`config.mk`:
```
export PLATFORM = sky130hd
export DESIGN_NAME = byte_frame_deframer_unit
export DESIGN_NICKNAME = d
export VERILOG_FILES = /design/src/hw/rtl/bfd_pkg.sv /design/src/hw/rtl/byte_frame_deframer_unit.sv
export SDC_FILE = /design/constraint.sdc
export NUM_CORES = 1
export LEC_CHECK = 0
export BUFFER_PORTS_ARGS = -buffer_cell sky130_fd_sc_hd__buf_2
export CAP_MARGIN = 30
export CORE_ASPECT_RATIO = 0.6
export CORE_MARGIN = 2
export CORE_UTILIZATION = 50
export CTS_CLUSTER_DIAMETER = 50
export CTS_CLUSTER_SIZE = 30
export DETAILED_ROUTE_END_ITERATION = 10
export PLACE_DENSITY = 0.74
export SETUP_SLACK_MARGIN = 0.4
export SLEW_MARGIN = 10
export SYNTH_ARGS = -nofsm -noshare
export SYNTH_HDL_FRONTEND = slang
export SYNTH_SLANG_ARGS = --single-unit
export TNS_END_PERCENT = 50
```
`constraint.sdc`:
```
create_clock -name clk -period 13.6 [get_ports clk]
set_input_delay 0.68 -clock clk [delete_from_list [all_inputs] [get_ports clk]]
set_output_delay 0.68 -clock clk [all_outputs]
set_load 0.1 [all_outputs]
```
`src/hw/rtl/bfd_pkg.sv`:
```
// Shared types and constants of the byte frame deframer.
package bfd_pkg;

	// Frame marker bytes
	localparam logic [7:0] HEAD_BYTE   = 8'hAA;
	localparam logic [7:0] VERIFY_BYTE = 8'h41;
	localparam logic [7:0] TAIL_BYTE   = 8'hFF;

	// Number of little-endian length bytes in the header (1 to 4)
	localparam int LENGTH_BYTES = 2;

	// Payload limit after reset
	localparam logic [15:0] MAX_PAYLOAD_RST = 16'd1024;

	// Reported length when an upper length byte is nonzero
	localparam logic [15:0] LENGTH_SATURATED = 16'hFFFF;

	// End-of-frame status codes
	localparam logic [1:0] STATUS_OK       = 2'd0;
	localparam logic [1:0] STATUS_BAD_TAIL = 2'd1;
	localparam logic [1:0] STATUS_TOO_LONG = 2'd2;

	// Register index decode (paddr[2])
	localparam logic REG_MAX_PAYLOAD = 1'b0;

	// Output beat layout
	localparam int OUT_TDATA_W = 48;
	localparam int STATUS_LSB  = 40;

	// Frame parser phase
	typedef enum logic [2:0] {
		PH_HUNT   = 3'd0,
		PH_VERIFY = 3'd1,
		PH_SEQ    = 3'd2,
		PH_CMD    = 3'd3,
		PH_LEN    = 3'd4,
		PH_DATA   = 3'd5,
		PH_TAIL   = 3'd6
	} phase_t;

endpackage

```
`src/hw/rtl/byte_frame_deframer_unit.sv`:
```
// Top level of the byte frame deframer: header parser, payload counter, output register.
// Each result beat is registered: it shows on m_tvalid in the cycle after the byte that causes it.
// Throughput: one byte per cycle; the parser does all its work for a byte between the
// byte's acceptance and the output register, so s_tready stays high while that register
// is empty or being drained.
// Reset: arst_n clears parser phase, held header fields, counters and the output valid,
// and sets max_payload to 1024.
module byte_frame_deframer_unit (
	input  logic        clk,
	input  logic        arst_n,
	// Input stream
	input  logic        s_tvalid,
	output logic        s_tready,
	input  logic [7:0]  s_tdata,   // [7:0] rx_byte
	// Output stream
	output logic        m_tvalid,
	input  logic        m_tready,
	output logic [bfd_pkg::OUT_TDATA_W-1:0] m_tdata,
	// [7:0] payload_byte, [15:8] command_code, [23:16] sequence_number,
	// [39:24] frame_length, [41:40] frame_status, [47:42] zero
	output logic        m_tlast,   // item_kind: 1 end of frame
	// Configuration port
	input  logic        psel,
	input  logic        penable,
	input  logic        pwrite,
	input  logic [2:0]  paddr,
	input  logic [31:0] pwdata,
	output logic [31:0] prdata,
	output logic        pready
);

	bfd_pkg::phase_t phase_q, phase_d;
	logic [7:0]  seq_q, seq_d;
	logic [7:0]  cmd_q, cmd_d;
	logic [15:0] length_q, length_d;
	logic [15:0] seen_q, seen_d;
	logic        big_q, big_d;
	logic [15:0] max_payload_q;

	logic        s_accept;
	logic        emit;
	logic        kind;
	logic [7:0]  out_byte;
	logic [1:0]  status;
	logic [15:0] len_out;
	logic [15:0] seen_inc;

	logic        m_tvalid_q;
	logic        m_tlast_q;
	logic [bfd_pkg::OUT_TDATA_W-1:0] m_tdata_q;

	// Register file access
	assign pready = 1'b1;
	assign prdata = (paddr[2] == bfd_pkg::REG_MAX_PAYLOAD) ? {16'h0000, max_payload_q} : 32'h0;

	always_ff @(posedge clk or negedge arst_n) begin
		if (!arst_n) begin
			max_payload_q <= bfd_pkg::MAX_PAYLOAD_RST;
		end else if (psel && penable && pwrite && pready
			&& paddr[2] == bfd_pkg::REG_MAX_PAYLOAD) begin
			max_payload_q <= pwdata[15:0];
		end
	end

	// Accept a byte whenever the output register is free or draining
	assign s_tready = !m_tvalid_q || m_tready;
	assign s_accept = s_tvalid && s_tready;
	assign seen_inc = seen_q + 16'd1;

	// Next phase and result beat for the current byte
	always_comb begin
		phase_d  = phase_q;
		seq_d    = seq_q;
		cmd_d    = cmd_q;
		length_d = length_q;
		seen_d   = seen_q;
		big_d    = big_q;
		emit     = 1'b0;
		kind     = 1'b0;
		out_byte = 8'h00;
		status   = bfd_pkg::STATUS_OK;
		case (phase_q)
			bfd_pkg::PH_VERIFY: begin
				if (s_tdata == bfd_pkg::VERIFY_BYTE) begin
					phase_d = bfd_pkg::PH_SEQ;
				end
			end
			bfd_pkg::PH_SEQ: begin
				seq_d   = s_tdata;
				phase_d = bfd_pkg::PH_CMD;
			end
			bfd_pkg::PH_CMD: begin
				cmd_d    = s_tdata;
				phase_d  = bfd_pkg::PH_LEN;
				seen_d   = 16'd0;
				length_d = 16'd0;
				big_d    = 1'b0;
			end
			bfd_pkg::PH_LEN: begin
				// Merge the low two bytes, flag any nonzero upper byte
				if (seen_q == 16'd0) begin
					length_d = length_q | {8'h00, s_tdata};
				end else if (seen_q == 16'd1) begin
					length_d = length_q | {s_tdata, 8'h00};
				end else if (s_tdata != 8'h00) begin
					big_d = 1'b1;
				end
				seen_d = seen_inc;
				if (seen_inc >= 16'(bfd_pkg::LENGTH_BYTES)) begin
					seen_d = 16'd0;
					if (big_d || length_d > max_payload_q) begin
						emit    = 1'b1;
						kind    = 1'b1;
						status  = bfd_pkg::STATUS_TOO_LONG;
						phase_d = bfd_pkg::PH_HUNT;
					end else if (length_d == 16'd0) begin
						phase_d = bfd_pkg::PH_TAIL;
					end else begin
						phase_d = bfd_pkg::PH_DATA;
					end
				end
			end
			bfd_pkg::PH_DATA: begin
				emit     = 1'b1;
				out_byte = s_tdata;
				seen_d   = seen_inc;
				if (seen_inc >= length_q) begin
					phase_d = bfd_pkg::PH_TAIL;
				end
			end
			bfd_pkg::PH_TAIL: begin
				emit    = 1'b1;
				kind    = 1'b1;
				status  = (s_tdata == bfd_pkg::TAIL_BYTE) ? bfd_pkg::STATUS_OK
					: bfd_pkg::STATUS_BAD_TAIL;
				phase_d = bfd_pkg::PH_HUNT;
			end
			default: begin
				// Hunt, and treat unused codes as hunt
				phase_d = (s_tdata == bfd_pkg::HEAD_BYTE) ? bfd_pkg::PH_VERIFY
					: bfd_pkg::PH_HUNT;
			end
		endcase
		len_out = big_d ? bfd_pkg::LENGTH_SATURATED : length_d;
	end

	// Advance parser state on each accepted byte
	always_ff @(posedge clk or negedge arst_n) begin
		if (!arst_n) begin
			phase_q  <= bfd_pkg::PH_HUNT;
			seq_q    <= 8'h00;
			cmd_q    <= 8'h00;
			length_q <= 16'd0;
			seen_q   <= 16'd0;
			big_q    <= 1'b0;
		end else if (s_accept) begin
			phase_q  <= phase_d;
			seq_q    <= seq_d;
			cmd_q    <= cmd_d;
			length_q <= length_d;
			seen_q   <= seen_d;
			big_q    <= big_d;
		end
	end

	// Load the output register, drop valid once the beat is taken
	always_ff @(posedge clk or negedge arst_n) begin
		if (!arst_n) begin
			m_tvalid_q <= 1'b0;
		end else if (s_accept) begin
			m_tvalid_q <= emit;
		end else if (m_tready) begin
			m_tvalid_q <= 1'b0;
		end
	end

	always_ff @(posedge clk) begin
		if (s_accept && emit) begin
			m_tlast_q <= kind;
			m_tdata_q <= {6'b000000, status, len_out, seq_d, cmd_d, out_byte};
		end
	end

	assign m_tvalid = m_tvalid_q;
	assign m_tdata  = m_tdata_q;
	assign m_tlast  = m_tlast_q;

endmodule

```
# Yosys cells after proc, flatten, opt, wreduce, memory -nomap -nowiden
# Cells that the tools add are included.
[word_totals]
regBits = 112
wordCells = 79
latchBits = 0
ramBits = 0
rom_bits = 0
output_inout_bits = 84
mem_count = 0
input_bits = 50
[classes]
reduce_logical = 16
div_mod_pow = 0
eq_ne = 13
order_cmp = 3
mul = 0
add_sub_neg = 1
n_shift = 0
n_bitwise = 3
n_mux = 31
[ops]
columns = ["operator", "n"]
rows = [
  ["two-way mux 16 bit", 5],
  ["case mux 16 bit (3 select lines)", 1],
  ["logical NOT 16 bit", 2],
  ["case mux 16 bit (2 select lines)", 1],
  ["case mux 3 bit (6 select lines)", 1],
  ["adder 16 x 1 -> 16 bit, second input constant", 1],
  ["== test 16 x 1 -> 1 bit, second input constant", 1],
  ["== test 8 bit, second input constant", 2],
  [">= comparator 16 bit", 1],
  [">= comparator 16 x 2 -> 1 bit, second input constant", 1],
  ["greater-than comparator 16 bit", 1],
  ["two-way mux 8 bit", 2],
  ["bitwise OR 16 bit", 1],
  ["bitwise OR 16 x 8 -> 16 bit", 1],
  ["two-way mux 3 bit", 4],
  ["two-way mux 1 bit", 10],
  ["== test 3 bit, second input constant", 3],
  ["== test 8 x 7 -> 1 bit, second input constant", 1],
  ["nonzero test 8 bit", 1],
  ["== test 3 x 2 -> 1 bit, second input constant", 2],
  ["two-way mux 2 bit", 3],
  ["inequality test 2 bit, second input constant", 3],
  ["case mux 1 bit (2 select lines)", 3],
  ["logical AND 1 bit", 5],
  ["other kinds (10)", 11],
]

# Logic depth before layout (Yosys ltp)
[depth]
word_depth = 10
ltp_mapped = 16
ltp_nobuf = 14

# Worst setup path after synthesis
# Ideal clock, no wire load.
[synth_path]
path_type = "register -> register"
from = "register seen_q[2]"
to = "register m_tdata_q, in the netlist m_tdata[0] (enable)"
path_stages_with_launch = 14
setup_time_ns = 0.443
setup_slack_ns = 8.349
required_ns = 13.157
n_path_buf = 1
arrival_ns = 4.808
synth_period_minus_slack_ns = 5.251
path_cell_list = "dfrtp_1 > buf_2 > nor4_1 > nand4_1 > nor3b_1 > a21oi_1 > inv_1 > ha_1 > nand4_1 > nor4_1 > or3_1 > o221ai_2 > a211oi_1 > nor2_1"
[synth_between]
elab_chain_cells = 10
word_cells_on_any_way = 16
classes_between = "1 x add/sub; 2 x order compare; 1 x eq/ne; 9 x mux; 3 x reduce/logical"
[synth_lines]
columns = ["item", "line_no", "text"]
rows = [
  ["start: declaration", "byte_frame_deframer_unit.sv:36", "logic [15:0] seen_q, seen_d;"],
  ["start signal: assignment", "byte_frame_deframer_unit.sv:161", "seen_q <= seen_d;"],
  ["== test 16 x 1 -> 1 bit", "byte_frame_deframer_unit.sv:103", "end else if (seen_q == 16'd1) begin"],
  ["two-way mux 16 bit", "byte_frame_deframer_unit.sv:103", ""],
  ["two-way mux 16 bit", "byte_frame_deframer_unit.sv:101", "if (seen_q == 16'd0) begin"],
  ["two-way mux 16 bit", "byte_frame_deframer_unit.sv:82", "case (phase_q)"],
  ["greater-than comparator 16 bit", "byte_frame_deframer_unit.sv:111", "if (big_d || length_d > max_payload_q) begin"],
  ["logical OR 1 bit", "byte_frame_deframer_unit.sv:111", ""],
  ["two-way mux 1 bit", "byte_frame_deframer_unit.sv:111", ""],
  ["two-way mux 1 bit *", "byte_frame_deframer_unit.sv:109", "if (seen_inc >= 16'(bfd_pkg::LENGTH_BYTES)) begin"],
  ["case mux 1 bit (2 select lines) *", "byte_frame_deframer_unit.sv:82", ""],
  ["logical AND 1 bit *", "byte_frame_deframer_unit.sv:178", "if (s_accept && emit) begin"],
  ["end signal: assignment", "byte_frame_deframer_unit.sv:180", "m_tdata_q <= {6'b000000, status, len_out, seq_d, cmd_d, out_byte};"],
  ["end: declaration", "byte_frame_deframer_unit.sv:50", "logic [bfd_pkg::OUT_TDATA_W-1:0] m_tdata_q;"],
]
# Every way passes the cells marked *; elsewhere a longest branch is shown, timed or not. The select of a mux whose other input is x is not followed.
# A chain may end at the register's enable or synchronous reset.

# Worst setup path in the final report
[layout_path]
from = "register seen_q[7]"
to = "register m_tdata_q, in the netlist m_tdata[17] (enable)"
# The elaborated chain is that of the path after synthesis.

==> flow_summary.json <==
{
  "cap_violations": 0,
  "nFillCells": 1026,
  "synth.distinct_cells": 68,
  "async_flop_share_pct": 61.6,
  "crit_fanout": 24,
  "wl_per_cell_um": 18.1,
  "slew_headroom_pct": 46.9,
  "n_antenna_cell": 0,
  "cts_sinks": 112,
  "combPwrFrac_pct": 29.3,
  "synth_top_family_by_area": "simple AND/OR/NAND/NOR gates",
  "end_kind": "flop",
  "ant_nets": 0,
  "fin_setup_tns_ps": 0,
  "start_util_pct": 52.1,
  "crit_chain": "nor4_1 > nand4_1 > nor3b_1 > buf_2 > a21oi_1 > inv_1 > ha_1 > nand4_1 > nor4_1 > or3_1 > o221ai_2 > a211oi_1 > nor2_4 > buf_16",
  "slowest_stage": "nor2_4",
  "rsz0062_at_grt": "false",
  "synth_area_mm2": 0.00639,
  "period_minus_slack_ps": 4680,
  "drv_slew": 0,
  "synthCells": 630,
  "p_clk_share_pct": 27.4,
  "worstSetupEndpoint": "m_tdata[17]",
  "syn_area_per_cell_um2": 10.1,
  "cp.arrival_ps": 4740,
  "rr_startpoint": "seen_q[7]",
  "die_h_um": 91.6,
  "ir_drop_uv": 81.7,
  "dp_cells": 855,
  "drive_above_1_share_pct": 23.7,
  "cts_buffer_depth": 2,
  "final_cells": 874,
  "worst_pin_slew_ps": 795,
  "vias": 5075,
  "period_share_pct": 34.4,
  "area_growth_syn_to_layout_pct": 12.9,
  "port-buffer-count": 92,
  "synth_compound_area_share_pct": 14.2,
  "cts_tree": "done",
  "rrSetupSlack_ps": 8920,
  "core_mm2": 0.0123,
  "status": "completed",
  "crit_path_start_kind": "flop",
  "multi_input_area_mm2": 0.00291,
  "drt-initial-drc-count": 610,
  "cts_max_level": 3,
  "std_cell_rows": 31,
  "crit_buf_inv": 3,
  "switching_power_w": 0.000352,
  "grt_pass1_wl_um": 25200,
  "numCtsBuffers": 9,
  "gp_congestion": 0.951,
  "cpLargestDelayFamily": "simple AND/OR/NAND/NOR gates",
  "dieArea_mm2": 0.0137,
  "hold_path.class": "input pin to asynchronous set/reset pin",
  "p_leak_nw": 3.30,
  "clockRootBuffer": "clkbuf_16",
  "synth_ff_type": "dfrtp_1",
  "max_freq_mhz": 214,
  "viasPerCell": 5.81,
  "synth-edff-count": 43,
  "clock_latency_ps": 350,
  "swShare_pct": 37.2,
  "synth-simple-area-share_pct": 15.0,
  "first_global_vias": 4709,
  "grt_max_degree": 70,
  "cp_num_cells": 14,
  "cts_resized": 0,
  "crit_type": "flop to flop",
  "reg2reg_to": "m_tdata[17]",
  "synth_xor_area_share_pct": 1.78,
  "crit_required_ps": 13670,
  "critPathLaunch": "seen_q[7]",
  "dp_hpwl_um": 11600,
  "die_w_um": 150,
  "pwr-share-seq_pct": 43.3,
  "p_per_area_mw_per_mm2": 131,
  "muxShareOfSynthArea_pct": 5.97,
  "cts.clk_slew.worst_paths_ps": 80,
  "drt_wl_total_um": 15800,
  "ys_seq_area_share_pct": 47.2,
  "ios": 134,
  "finalClockSkew_ps": 7.42,
  "fin_nets": 790,
  "drc": 0,
  "slowest_delay_ps": 600,
  "grt_use_total_pct": 23.6,
  "synth-adder-area-share_pct": 7.05,
  "overflow": 0,
  "antenna_found_initial": 0,
  "yosys_warnings": 0,
  "finalHoldViolCount": 0,
  "ys_ff_latch": 112,
  "final-seq-area_mm2": 0.00302,
  "drt-pass1-iter-count": 6,
  "setup_viol": 0,
  "postCtsSetupBuffers": 0,
  "hold_buffers": 0,
  "worstRegToRegCells": 14,
  "p_int_w": 0.000595
}
[layout by cell type (no fill, tap or decap), types with 7 or more instances in the layout]
| cell | n |
|---|---|
| o22ai_1 | 17 |
| o221ai_1 | 15 |
| ha_1 | 36 |
| nor2_1 | 35 |
| inv_1 | 57 |
| conb_1 | 23 |
| buf_2 | 94 |
| nand3_1 | 15 |
| nand2_1 | 69 |
| a22o_1 | 7 |
| o21ai_0 | 9 |
| and3_1 | 10 |
| mux2_2 | 33 |
| nor4_1 | 11 |
| edfxtp_1 | 43 |
| nor2b_1 | 7 |
| dfrtp_1 | 68 |
| xnor2_1 | 10 |
| clkbuf_16 | 9 |
| a21oi_1 | 32 |
| nand4_1 | 12 |
[how the worst min path moves through the flow]
| stage | endpoint | depth (start not counted) | slack [ps] | startpoint |
|---|---|---|---|---|
| 2_1_floorplan | big_q | 0 | 380 | arst_n |
| 3_3_place_gp | seq_q[5] | 2 | 450 | seq_q[5] |
| 3_5_place_dp | seq_q[3] | 2 | 460 | seq_q[3] |
| 4_1_cts | seq_q[3] | 2 | 480 | seq_q[3] |
| 5_1_grt | seen_q[8] | 2 | 230 | arst_n |
| 6_report | seen_q[8] | 2 | 220 | arst_n |
[per-stage QoR]
step                      power [W]  setup WS (ps)  hold WS [ps]  cell area [µm²]  util [%]
after detailed placement   0.000689           8560           464             6880      56.1
after floorplan            0.000632           8350           384             6470         -
final                      0.000948           8920           225             7210      58.9
after CTS                  0.000946           8530           482             7170      58.5
after global routing       0.000992           8720           230             7210      58.9
after global placement     0.000676           8500           453             6830      55.7
[Yosys cell counts (all sizes together) (2+ instances only)]
master | number | area share, %
nand2 | 69 | 4.1
dfrtp | 68 | 27
inv | 57 | 3.3
edfxtp | 43 | 20
ha | 36 | 7.0
nor2 | 36 | 2.1
buf | 34 | 3.7
a21oi | 33 | 2.8
mux2 | 33 | 5.8
clkbuf | 26 | 1.5
o22ai | 17 | 1.7
nand3 | 16 | 1.4
o221ai | 16 | 2.3
o21ai | 13 | 1.0
a22o | 12 | 1.7
nand4 | 12 | 1.2
nor4 | 11 | 1.1
and3 | 10 | 0.98
xnor2 | 10 | 1.4
nor2b | 7 | 0.69
a211oi | 5 | 0.67
or3 | 5 | 0.49
nor3b | 4 | 0.47
o211ai | 4 | 0.47
or2 | 4 | 0.39
a21o | 3 | 0.35
a221o | 3 | 0.47
nor3 | 3 | 0.23
or4 | 3 | 0.35
xor2 | 3 | 0.41
a2111oi | 2 | 0.57
a211o | 2 | 0.27
a22oi | 2 | 0.23
and4 | 2 | 0.29
conb | 2 | 0.12
nand2b | 2 | 0.20
nand4b | 2 | 0.27
o21bai | 2 | 0.23
o31ai | 2 | 0.23
[kinds of logic (layout without fill, tap and decap cells)]
logic type / after synthesis / in the layout
AND/OR/NAND/NOR: 191 / 191
buffers and inverters: 117 / 175
AO/OA/AOI/OAI: 125 / 125
adder cells (fa/ha/maj): 36 / 36
multiplexers: 34 / 34
other: 2 / 23
XOR/XNOR: 13 / 13
flip-flops: 112 / 112
[metal layers]
metal  part of all wire (%)  global-route usage, %  wire [µm]
met2                     43                   34.3       6800
met1                     47                   35.7       7380
met3                    9.0                   5.43       1430
met5                      0                      0          0
met4                    1.2                   5.35        183
[registers in the layout, indices dropped and copies added, names as in the netlist]
register / flops
phase_q: 3
max_payload_q: 16
length_q: 16
big_q: 1
m_tdata: 42
seen_q: 16
seq_q: 8
cmd_q: 8
m_tlast: 1
m_tvalid: 1
[layout make-up]
| class | instances | share of cell area (%) |
|---|---|---|
| clock buffer | 10 | 3.17 |
| clock inverter | 6 | 0.867 |
| inverter | 57 | 2.97 |
| multi-input combinational | 422 | 40.3 |
| sequential | 112 | 41.8 |
| tap | 165 | 2.86 |
| timing repair buffer | 102 | 8.01 |
[power groups by stage]
stage / clock network [W] / registers (W) / logic, W
after floorplan: 0 / 0.000418 / 0.000214
after global placement: 0 / 0.000415 / 0.000261
after detailed placement: 0 / 0.000417 / 0.000272
after CTS: 0.000263 / 0.000410 / 0.000274
after global routing: 0.000276 / 0.000415 / 0.000301
final: 0.000260 / 0.000410 / 0.000277
Power figures use the tool's default switching activity.
